<file path="src/rtl/core/dqb_pkg.sv">
// Shared types, codes and constants for the DMA descriptor queue with budget check.
// Used by dqb_alu, dma_descriptor_queue_budget and dqb_checker; no dependencies.
`timescale 1ns / 1ps
`default_nettype none

package dqb_pkg;

  // default queue depth and limits of the request fields
  localparam int QUEUE_DEPTH_DEF = 32;
  localparam int MAX_SPLIT       = 5;

  // field widths
  localparam int LIMIT_W    = 16;
  localparam int OVH_W      = 11;
  localparam int CFG_IDX_W  = 2;
  localparam int CFG_DATA_W = 16;
  localparam int ALU_W      = 18;
  localparam int CHUNK_W    = 5;

  // chunk address stepping and zero-fill increment mode
  localparam logic [23:0] SRC_STEP  = 24'd512;
  localparam logic [15:0] DEST_STEP = 16'd256;
  localparam logic [7:0]  FILL_MODE = 8'h80;

  // register reset values
  localparam logic [LIMIT_W-1:0] LIMIT_RST       = 16'd4096;
  localparam logic [LIMIT_W-1:0] LIMIT_BLANK_RST = 16'd32768;
  localparam logic [OVH_W-1:0]   OVH_RST         = 11'd16;

  // configuration register indexes
  localparam logic [CFG_IDX_W-1:0] REG_LIMIT       = 2'd0;
  localparam logic [CFG_IDX_W-1:0] REG_LIMIT_BLANK = 2'd1;
  localparam logic [CFG_IDX_W-1:0] REG_OVERHEAD    = 2'd2;

  typedef enum logic [1:0] {
    OP_ADD   = 2'd0,
    OP_ARM   = 2'd1,
    OP_RESET = 2'd2,
    OP_DRAIN = 2'd3
  } op_t;

  typedef enum logic [1:0] {
    KIND_STATUS = 2'd0,
    KIND_COPY   = 2'd1,
    KIND_FILL   = 2'd2
  } kind_t;

  typedef enum logic [3:0] {
    S_IDLE,
    S_SUM,
    S_BUDGET,
    S_COUNT,
    S_WRITE,
    S_RESP,
    S_DRAIN_RD,
    S_DRAIN_OUT,
    S_FILL
  } state_t;

  // request word
  typedef struct packed {
    op_t         op;
    logic [23:0] src_addr;
    logic [15:0] dest_addr;
    logic [15:0] byte_length;
    logic [7:0]  incr_mode;
    logic [2:0]  split_log;
    logic        blanking;
  } in_item_t;

  // result word
  typedef struct packed {
    kind_t       kind;
    logic        status;
    logic [7:0]  out_mode;
    logic [15:0] out_dest;
    logic [23:0] out_src;
    logic [15:0] out_length;
    logic        last;
  } out_item_t;

  // one stored descriptor
  typedef struct packed {
    logic [7:0]  mode;
    logic [15:0] dest;
    logic [23:0] src;
    logic [15:0] len;
  } entry_t;

  // shared add and compare unit
  typedef struct packed {
    logic [ALU_W-1:0]   a;
    logic [ALU_W-1:0]   b;
    logic [LIMIT_W-1:0] lim;
  } alu_ctrl_t;

  typedef struct packed {
    logic [ALU_W-1:0] sum;
    logic             gt;
  } alu_res_t;

endpackage

`default_nettype wire

</file>
<file path="src/rtl/core/dma_descriptor_queue_budget.sv">
// DMA descriptor queue with per-frame bandwidth admission, top level.
// Depends on dqb_pkg and dqb_alu.
//
// Usage: requests enter on in_valid/in_ready as one in_item_t word; results
// leave on out_valid/out_ready as out_item_t words, the last one of each
// request flagged by last. Limits and per-entry overhead are written on the
// cfg_we/cfg_index/cfg_wdata port while the block is idle.
// One request is worked at a time; in_ready is high only in the idle state.
// Steps per request: add runs sum, budget and count, then one queue write
// per chunk through the single memory write port, then its status word (a
// rejected add skips the writes); arm fill runs sum and budget; reset queue
// goes straight to its status word; drain does one memory read then one output
// load per stored descriptor, plus a fill word when armed; an empty drain gives one word.
// Budget and count checks run one after another through one shared 18-bit adder/comparator.
// The output register lets the next request be accepted while the final
// result still waits; a stalled receiver holds the sequencer in its emit
// state and nothing is dropped.
// Synchronous reset empties the queue, disarms the fill, clears the budget
// and restores the register defaults; the queue memory itself is not cleared.
`timescale 1ns / 1ps
`default_nettype none

module dma_descriptor_queue_budget #(
  parameter int QUEUE_DEPTH = dqb_pkg::QUEUE_DEPTH_DEF
) (
  input  logic                            clk,
  input  logic                            rst,
  input  logic                            in_valid,
  output logic                            in_ready,
  input  dqb_pkg::in_item_t               in_data,
  output logic                            out_valid,
  input  logic                            out_ready,
  output dqb_pkg::out_item_t              out_data,
  input  logic                            cfg_we,
  input  logic [dqb_pkg::CFG_IDX_W-1:0]   cfg_index,
  input  logic [dqb_pkg::CFG_DATA_W-1:0]  cfg_wdata
);
  import dqb_pkg::*;

  localparam int CNT_W = $clog2(QUEUE_DEPTH + 1);
  localparam int IDX_W = (QUEUE_DEPTH > 1) ? $clog2(QUEUE_DEPTH) : 1;

  state_t               state;
  state_t               state_next;
  in_item_t             cur;
  logic [ALU_W-1:0]     acc;
  logic                 budget_fail;
  logic                 status_bit;
  logic [CNT_W-1:0]     entry_count;
  logic [LIMIT_W-1:0]   used_budget;
  logic                 fill_armed;
  logic [15:0]          fill_dest;
  logic [15:0]          fill_length;
  logic [LIMIT_W-1:0]   bw_limit;
  logic [LIMIT_W-1:0]   bw_limit_blank;
  logic [OVH_W-1:0]     entry_overhead;
  logic [CHUNK_W-1:0]   chunk_idx;
  logic [23:0]          wr_src;
  logic [15:0]          wr_dest;
  logic [CNT_W-1:0]     drain_idx;
  entry_t               rd_data;
  entry_t               mem [QUEUE_DEPTH];

  alu_ctrl_t            alu_ctrl;
  alu_res_t             alu_res;
  logic                 out_free;
  logic                 emit;
  out_item_t            emit_item;
  logic [CHUNK_W-1:0]   chunk_last;
  logic [CHUNK_W:0]     chunks;
  logic                 split_bad;
  logic                 add_fail;
  logic                 drain_at_end;
  entry_t               wr_entry;

  dqb_alu u_alu (
    .ctrl (alu_ctrl),
    .res  (alu_res)
  );

  // per-request derived values
  always_comb begin
    chunks       = (CHUNK_W + 1)'(1) << cur.split_log;
    chunk_last   = CHUNK_W'(chunks - 1'b1);
    split_bad    = cur.split_log > 3'(MAX_SPLIT);
    add_fail     = budget_fail | alu_res.gt | split_bad;
    drain_at_end = CNT_W'(drain_idx + 1'b1) == entry_count;
    out_free     = !out_valid || out_ready;
    wr_entry     = '{mode: cur.incr_mode, dest: wr_dest, src: wr_src,
                     len: cur.byte_length >> cur.split_log};
  end

  // shared unit operands per sequencer step
  always_comb begin
    alu_ctrl = '0;
    unique case (state)
      S_SUM: begin
        alu_ctrl.a = ALU_W'(cur.byte_length);
        alu_ctrl.b = (cur.op == OP_ADD) ? ALU_W'(entry_overhead) << cur.split_log
                                        : ALU_W'(entry_overhead);
      end
      S_BUDGET: begin
        alu_ctrl.a   = acc;
        alu_ctrl.b   = ALU_W'(used_budget);
        alu_ctrl.lim = (cur.op == OP_ADD && cur.blanking) ? bw_limit_blank : bw_limit;
      end
      S_COUNT: begin
        alu_ctrl.a   = ALU_W'(entry_count);
        alu_ctrl.b   = ALU_W'(chunks);
        alu_ctrl.lim = LIMIT_W'(QUEUE_DEPTH);
      end
      default: alu_ctrl = '0;
    endcase
  end

  // state register
  always_ff @(posedge clk) begin
    if (rst) begin
      state <= S_IDLE;
    end else begin
      state <= state_next;
    end
  end

  // next state and result word
  always_comb begin
    state_next = state;
    in_ready   = 1'b0;
    emit       = 1'b0;
    emit_item  = '0;
    unique case (state)
      S_IDLE: begin
        in_ready = 1'b1;
        if (in_valid) begin
          unique case (in_data.op)
            OP_ADD, OP_ARM: state_next = S_SUM;
            OP_RESET:       state_next = S_RESP;
            OP_DRAIN:       state_next = (entry_count != '0) ? S_DRAIN_RD : S_FILL;
          endcase
        end
      end
      S_SUM:    state_next = S_BUDGET;
      S_BUDGET: state_next = (cur.op == OP_ADD) ? S_COUNT : S_RESP;
      S_COUNT:  state_next = add_fail ? S_RESP : S_WRITE;
      S_WRITE: begin
        if (chunk_idx == chunk_last) state_next = S_RESP;
      end
      S_RESP: begin
        emit             = out_free;
        emit_item.kind   = KIND_STATUS;
        emit_item.status = status_bit;
        emit_item.last   = 1'b1;
        if (out_free) state_next = S_IDLE;
      end
      S_DRAIN_RD: state_next = S_DRAIN_OUT;
      S_DRAIN_OUT: begin
        emit                 = out_free;
        emit_item.kind       = KIND_COPY;
        emit_item.out_mode   = rd_data.mode;
        emit_item.out_dest   = rd_data.dest;
        emit_item.out_src    = rd_data.src;
        emit_item.out_length = rd_data.len;
        emit_item.last       = drain_at_end && !fill_armed;
        if (out_free) begin
          if (!drain_at_end)   state_next = S_DRAIN_RD;
          else if (fill_armed) state_next = S_FILL;
          else                 state_next = S_IDLE;
        end
      end
      S_FILL: begin
        emit           = out_free;
        emit_item.last = 1'b1;
        if (fill_armed) begin
          emit_item.kind       = KIND_FILL;
          emit_item.out_mode   = FILL_MODE;
          emit_item.out_dest   = fill_dest;
          emit_item.out_length = fill_length;
        end else begin
          emit_item.kind = KIND_STATUS;
        end
        if (out_free) state_next = S_IDLE;
      end
      default: state_next = S_IDLE;
    endcase
  end

  // queue state, registers and output word
  always_ff @(posedge clk) begin
    if (rst) begin
      entry_count    <= '0;
      used_budget    <= '0;
      fill_armed     <= 1'b0;
      fill_dest      <= '0;
      fill_length    <= '0;
      bw_limit       <= LIMIT_RST;
      bw_limit_blank <= LIMIT_BLANK_RST;
      entry_overhead <= OVH_RST;
      out_valid      <= 1'b0;
    end else begin
      // register writes
      if (cfg_we) begin
        unique case (cfg_index)
          REG_LIMIT:       bw_limit       <= cfg_wdata;
          REG_LIMIT_BLANK: bw_limit_blank <= cfg_wdata;
          REG_OVERHEAD:    entry_overhead <= cfg_wdata[OVH_W-1:0];
          default:         ;
        endcase
      end

      // output register
      if (emit) begin
        out_valid <= 1'b1;
        out_data  <= emit_item;
      end else if (out_valid && out_ready) begin
        out_valid <= 1'b0;
      end

      unique case (state)
        S_IDLE: begin
          if (in_valid) begin
            cur        <= in_data;
            status_bit <= 1'b0;
            chunk_idx  <= '0;
            drain_idx  <= '0;
            wr_src     <= in_data.src_addr;
            wr_dest    <= in_data.dest_addr;
            if (in_data.op == OP_RESET) begin
              entry_count <= '0;
              used_budget <= '0;
              fill_armed  <= 1'b0;
            end
          end
        end
        S_SUM: acc <= alu_res.sum;
        S_BUDGET: begin
          acc         <= alu_res.sum;
          budget_fail <= alu_res.gt;
          // arm fill takes its decision here
          if (cur.op == OP_ARM) begin
            status_bit <= alu_res.gt;
            if (!alu_res.gt) begin
              fill_dest   <= cur.dest_addr;
              fill_length <= cur.byte_length;
              fill_armed  <= 1'b1;
            end
          end
        end
        S_COUNT: status_bit <= add_fail;
        S_WRITE: begin
          entry_count <= CNT_W'(entry_count + 1'b1);
          wr_src      <= wr_src + SRC_STEP;
          wr_dest     <= wr_dest + DEST_STEP;
          chunk_idx   <= CHUNK_W'(chunk_idx + 1'b1);
          if (chunk_idx == chunk_last) used_budget <= acc[LIMIT_W-1:0];
        end
        S_DRAIN_OUT: begin
          if (out_free) begin
            drain_idx <= CNT_W'(drain_idx + 1'b1);
            if (drain_at_end && !fill_armed) begin
              entry_count <= '0;
              used_budget <= '0;
            end
          end
        end
        S_FILL: begin
          if (out_free) begin
            entry_count <= '0;
            used_budget <= '0;
            fill_armed  <= 1'b0;
          end
        end
        default: ;
      endcase
    end
  end

  // descriptor memory: one write port, one registered read port
  always_ff @(posedge clk) begin
    if (state == S_WRITE) mem[entry_count[IDX_W-1:0]] <= wr_entry;
    rd_data <= mem[drain_idx[IDX_W-1:0]];
  end

endmodule

`default_nettype wire

</file>
<file path="src/rtl/core/dqb_alu.sv">
// Shared adder with limit compare, stepped through by the queue sequencer.
// Depends on dqb_pkg for the operand and result structs.
`timescale 1ns / 1ps
`default_nettype none

module dqb_alu (
  input  dqb_pkg::alu_ctrl_t ctrl,
  output dqb_pkg::alu_res_t  res
);
  import dqb_pkg::*;

  // sum at full width, flag when it exceeds the limit
  always_comb begin
    res.sum = ctrl.a + ctrl.b;
    res.gt  = res.sum > ALU_W'(ctrl.lim);
  end

endmodule

`default_nettype wire

</file>
<file path="config.mk">
export PLATFORM = sky130hd
export DESIGN_NAME = dma_descriptor_queue_budget
export DESIGN_NICKNAME = d
export VERILOG_FILES = /design/src/rtl/core/dqb_pkg.sv /design/src/rtl/core/dma_descriptor_queue_budget.sv /design/src/rtl/core/dqb_alu.sv
export SDC_FILE = /design/constraint.sdc
export NUM_CORES = 2
export LEC_CHECK = 0
export BUFFER_PORTS_ARGS = -buffer_cell sky130_fd_sc_hd__buf_2
export CORE_MARGIN = 8
export CORE_UTILIZATION = 45
export DETAILED_ROUTE_END_ITERATION = 10
export HOLD_SLACK_MARGIN = 0.05
export SLEW_MARGIN = 15
export SYNTH_ARGS = -nofsm -noshare
export SYNTH_HDL_FRONTEND = slang
export SYNTH_HIERARCHICAL = 1
export SYNTH_SLANG_ARGS = --single-unit
</file>
<file path="constraint.sdc">
create_clock -name clk -period 8.3 [get_ports clk]
set_input_delay 0.415 -clock clk [delete_from_list [all_inputs] [get_ports clk]]
set_output_delay 0.415 -clock clk [all_outputs]
set_load 0.02 [all_outputs]
</file>
== Word level (Yosys, flattened, before mapping) ==
Memory sizes are Yosys's and may differ from the RTL's. A register that Yosys moved wholly into a read port is not among the register bits.
Cells that the tools add are included.

* Reduce and logical (&&, ||, !) cells: 36
* Multiplexer cells: 59
* Add/sub/neg operators: 7
* Bitwise operators: 4
* Equality and inequality tests: 25
* Magnitude comparators: 2
* Shifts and indexed selects: 3

{| class="wikitable"
|+ Operator list
! cell !! count
|-
| 2-to-1 mux 16 bit || 9
|-
| one-hot mux 36 bit (3 select lines) || 1
|-
| one-hot mux 16 bit (2 select lines) || 3
|-
| one-hot mux 24 bit (2 select lines) || 2
|-
| one-hot mux 16 bit (4 select lines) || 1
|-
| 2-to-1 mux 24 bit || 2
|-
| 2-to-1 mux 6 bit || 7
|-
| one-hot mux 4 bit (8 select lines) || 1
|-
| 2-to-1 mux 4 bit || 7
|-
| adder 24 x 10 -> 24 bit, second input constant || 1
|-
| one-hot mux 6 bit (4 select lines) || 1
|-
| adder 18 bit || 1
|-
| > comparator 18 x 16 -> 1 bit || 1
|-
| 2-to-1 mux 18 bit || 1
|-
| << shifter 11 x 3 -> 18 bit || 1
|-
| adder 16 x 9 -> 16 bit, second input constant || 1
|-
| equality test 4 x 3 -> 1 bit, second input constant || 4
|-
| != test 2 bit, second input constant || 8
|-
| right shift 16 x 3 -> 16 bit || 1
|-
| 2-to-1 mux 1 bit || 14
|-
| adder 6 x 1 -> 6 bit, second input constant || 2
|-
| one-hot mux 4 bit (3 select lines) || 1
|-
| one-hot mux 6 bit (2 select lines) || 1
|-
| AND reduction 2 bit || 6
|-
| 36 further kinds || 59
|}

* Bits of input ports: 93
* Output and inout bits: 70
* Bits in writable memories: 2048
* Flip-flop bits (word level): 288
* Memories: 1
* Word-level logic and storage cells: 167

{| class="wikitable"
|+ Memories
! memory !! words !! width !! read ports !! clocked after memory_dff !! write ports !! line !! text
|-
| mem || 32 || 64 || 1 || 1 || 1 || dma_descriptor_queue_budget.sv:62 || <nowiki>entry_t mem [QUEUE_DEPTH];</nowiki>
|}

== Longest topological paths before layout ==
* Depth after elaboration: 9
* Gate-level depth with buffers: 31

== Cells and area by module ==
Netlist, hierarchy kept.

{| class="wikitable"
|+ By module, submodules not included
! module !! cells an instance !! area an instance (sq um) !! instances
|-
| dma_descriptor_queue_budget || 4255 || 91659.2 || 1
|-
| dqb_alu || 163 || 1218.7 || 1
|}

== Least setup slack after synthesis ==
No wires, ideal clock.

* Path type: register to register
* From: register state[1]
* To: register out_data[0] (netlist name) (enable)
* Required time: 7722 ps
* Setup time: 578 ps
* Buffers on the path: 1
* Slack: 1904 ps
* Data arrival time: 5818 ps
* Cell stages (with the launch flop): 5
* Path through: dfxtp_1 clkbuf_1 nor4b_1 a21oi_1 nor3_1

* Longest elaborated chain between the ends: 4
* Elaborated cells on any way between the ends: 6
* Classes of those cells: eq/ne (3); mux (1); reduce/logical (2)

{| class="wikitable"
|+ RTL lines
! what !! line !! text
|-
| start, declared || dma_descriptor_queue_budget.sv:43 || <nowiki>state_t state;</nowiki>
|-
| start signal, assigned || dma_descriptor_queue_budget.sv:121 || <nowiki>state <= state_next;</nowiki>
|-
| equality test 4 bit / equality test 4 x 3 -> 1 bit (equally long branches) || dma_descriptor_queue_budget.sv:131 || <nowiki>unique case (state)</nowiki>
|-
| OR reduction 3 bit (no source line) (*) || - ||
|-
| 2-to-1 mux 1 bit (*) || dma_descriptor_queue_budget.sv:131 ||
|-
| AND reduction 2 bit (no source line) (*) || - ||
|-
| end signal, assigned || dma_descriptor_queue_budget.sv:213 || <nowiki>out_data <= emit_item;</nowiki>
|-
| end, declared || dma_descriptor_queue_budget.sv:33 || <nowiki>output dqb_pkg::out_item_t out_data,</nowiki>
|}

Mark *: on every way between the ends. The rest lies on a longest branch, timed or not.
A chain may end at the register's enable or synchronous reset.

==> flow_metrics.env <==
export IMPL_routed_wirelength_mm=242
export IMPL_status="complete, no violations"
export IMPL_timing_max_cap_violations=0
export IMPL_fin_area_um2=106000
export IMPL_synth_top_cell_area_share_pct=72.2
export IMPL_clock_latency_ps=870
export IMPL_critPathKind="reg2reg"
export IMPL_proportion_of_register_bits_with_asynchronous_set_or_reset_after_synthesis_pct=0
export IMPL_final_setup_viols=0
export IMPL_upper_clock_frequency_limit_mhz=148
export IMPL_timing_max_transition_violations_final=0
export IMPL_finalWeightedCongestion=0.816
export IMPL_num_nets_final=4910
export IMPL_grt_pass1_vias=46473
export IMPL_grt_start_max_net_pins=147
export IMPL_detailedRoute_firstPassIterationCount=5
export IMPL_root_buffer="sky130_fd_sc_hd__clkbuf_16"
export IMPL_critPathLaunchType="flip-flop"
export IMPL_clockBufferDepth=3
export IMPL_finalHoldViolations=0
export IMPL_synth_top_cells_by_area="sky130_fd_sc_hd__edfxtp_1, sky130_fd_sc_hd__mux4_2, sky130_fd_sc_hd__dfxtp_1"
export IMPL_worst_endpoint_arrival_ps=7490
export IMPL_yosysWarningCount=6
export IMPL_floorplan_initialDensity_pct=45.3
export IMPL_ir_worst_vdd_uv=231
export IMPL_cts_sinks=2400
export IMPL_drive_above_1_share_pct=27.8
export IMPL_tightestPinTransition_ps=1250
export IMPL_port_buffers=162
export IMPL_r2r_slack_ps=1540
export IMPL_power_density_nw_per_um2=270
export IMPL_crit_fanout=26
export IMPL_mappedNetlistArea_um2=92900
export IMPL_htree_num_levels=4
export IMPL_critPathMaxStageDelay_ps=990
export IMPL_layout_area_overhead_vs_synth_pct=14.3
export IMPL_ys_seq_area_share_pct=75.8
export IMPL_synth_nets=4554
export IMPL_floorplan_die_height_um=470
export IMPL_worst_slew_margin_rel_pct=16.4
export IMPL_synth_edf_count=2233
export IMPL_synth_cells=4418
export IMPL_number_of_rows_in_the_core_area=166
export IMPL_layout_filler_cells=15967
export IMPL_clkSlewWorstSetupHoldPaths_ps=60
export IMPL_antenna_found_initial=8
export IMPL_yosysUniqueCellTypes=68
export IMPL_setup_repair_after_global_routing_missed_its_margin="false"
export IMPL_design_core_area_um2=205000
export IMPL_post_dp_cell_area_um2=97500
export IMPL_drcViolationCount=0
export IMPL_detail_route_iter0_violations=5465
export IMPL_leakage_uw=0.0336
export IMPL_detail_route_antenna_nets=0
export IMPL_family_with_the_most_delay_on_the_worst_path="compound AO/OA/AOI/OAI gates"
export IMPL_final_min_period_over_clock_period_pct=81.4
export IMPL_min_path_type="in2reg"
export IMPL_synth_seq_cells=2400
export IMPL_fp_dieW_um=470
export IMPL_avgSynthCellArea_um2=21.0
export IMPL_layout_setup_ws_ps=1540
export IMPL_yosys_most_used_dff="sky130_fd_sc_hd__edfxtp_1"
export IMPL_vias=46126
export IMPL_avgViaCountPerCell=6.01
export IMPL_routedWlPerCell_um=31.6
export IMPL_post_dp_hpwl_mm=124
export IMPL_io_pins=163
export IMPL_cp_end_kind="flip-flop"
export IMPL_timing_critical_path_slowest_stage_cell="sky130_fd_sc_hd__edfxtp_1"
export IMPL_tns_ps=0
export IMPL_floorplan_die_area_um2=221000
export IMPL_netlist_top_cell_by_area="sky130_fd_sc_hd__edfxtp_1"
export IMPL_pre_cts_slack_ps=1650
export IMPL_global_route_overflow_total=0
export IMPL_cts_tree="done"
export IMPL_period_needed_ps=6760
export IMPL_required_ps=9040
export IMPL_grt_usage_pct=21.4
export IMPL_worst_clock_skew_ps=57.3
export IMPL_grt_pass1_wl_mm=346
export IMPL_tritoncts_num_buffers=235
export IMPL_critical_path_buf_inv_count=2
cells by family after synthesis:
| family | share of synthesized area [%] |
|---|---|
| muxes | 16.9 |
| DFF | 75.8 |
| buffers and inverters | 1.17 |
| xor gates and xnor gates | 0.552 |
| AOI/OAI and AO/OA | 2.41 |
| adders and majority gates | 0.587 |
| and+or+nand+nor | 2.63 |
power by group:
| part | total, uW | internal, uW | switching, uW |
|---|---|---|---|
| logic | 3360 | 1400 | 1950 |
| clock network | 10500 | 5970 | 4550 |
| registers | 14800 | 14200 | 583 |
| total | 28600 | 21600 | 7090 |
per-stage QoR:
stage | hold WS, ps | utilization, % | power, uW | instances
finish | 123 | 51.8 | 28600 | 7670
global route | 113 | 51.8 | 29600 | 7670
CTS | 60.5 | 51.7 | 28800 | 7665
detailed placement | 447 | 47.6 | 18300 | 7127
global placement | 441 | 47.6 | 18300 | 7127
floorplan | 436 | - | 17000 | 4418
repair_timing:
action	4_1_cts	5_1_grt
buffers inserted	0	0
gates resized for setup	0	0
hold endpoints to repair	137	4
hold buffers	94	1
cell type report:
| type | count | area, um2 | share of cell area [%] |
|---|---|---|---|
| clock inverter | 118 | 1210 | 1.14 |
| clock buffer | 326 | 6420 | 6.05 |
| timing repair buffer | 362 | 2850 | 2.68 |
| tap | 2688 | 3360 | 3.17 |
| sequential | 2400 | 70400 | 66.3 |
| multi-input combinational | 1738 | 21800 | 20.5 |
| inverter | 37 | 141 | 0.133 |
| antenna | 1 | 2.50 | 0.00236 |
layout by cell type, fill, tap and decap left out, drive strengths merged, types with 18 or more instances in the layout:
| cell type | n |
|---|---|
| and2 | 54 |
| mux4 | 642 |
| xor2 | 28 |
| nand2 | 250 |
| clkinv | 92 |
| mux2i | 35 |
| bufinv | 18 |
| edfxtp | 2233 |
| mux2 | 75 |
| a21oi | 126 |
| xnor2 | 28 |
| ha | 42 |
| clkbuf | 326 |
| nand3 | 42 |
| o21ai | 78 |
| a22o | 47 |
| dlygate4sd3 | 95 |
| buf | 267 |
| dfxtp | 167 |
| inv | 43 |
| nor2 | 109 |
flip-flops by register name (all words and copies together) (netlist names), 18 cells and up:
name      cells
acc          18
cur          46
mem        2048
out_data     68
rd_data      64
wr_src       24
Yosys cell counts (all sizes together) (28+ instances only):
| cell type | n |
|---|---|
| edfxtp | 2233 |
| mux4 | 642 |
| nand2 | 250 |
| clkbuf | 172 |
| dfxtp | 167 |
| a21oi | 126 |
| nor2 | 109 |
| o21ai | 78 |
| mux2 | 75 |
| buf | 71 |
| and2 | 54 |
| a22o | 47 |
| ha | 42 |
| nand3 | 42 |
| inv | 37 |
| mux2i | 35 |
| xnor2 | 28 |
| xor2 | 28 |
final timing paths:
kind	to	cells past startpoint	startpoint
setup / recovery	fill_length[7]	27	cur[1]
hold / removal	bw_limit_blank[6]	5	cfg_we
setup reg to reg	fill_length[7]	27	cur[1]
hold reg to reg	bw_limit_blank[8]	2	bw_limit_blank[8]
per-layer routing:
| metal | share of wire, % | up-vias | GRT usage (%) | wire (um) |
|---|---|---|---|---|
| li1 | - | 18983 | - | - |
| met1 | 43 | 25012 | 31.2 | 105000 |
| met2 | 47 | 1801 | 34.0 | 115000 |
| met3 | 6.8 | 330 | 3.44 | 16400 |
| met4 | 2.6 | 0 | 5.54 | 6250 |
| met5 | 0 | - | 0 | 0 |
tightest hold or removal path, stage by stage:
cell	delay, ps
sky130_fd_sc_hd__buf_2	120
sky130_fd_sc_hd__nand2_1	90
sky130_fd_sc_hd__nor2_2	150
sky130_fd_sc_hd__nand2_1	110
sky130_fd_sc_hd__a21oi_1	50
(Power assumes the default switching activity.)
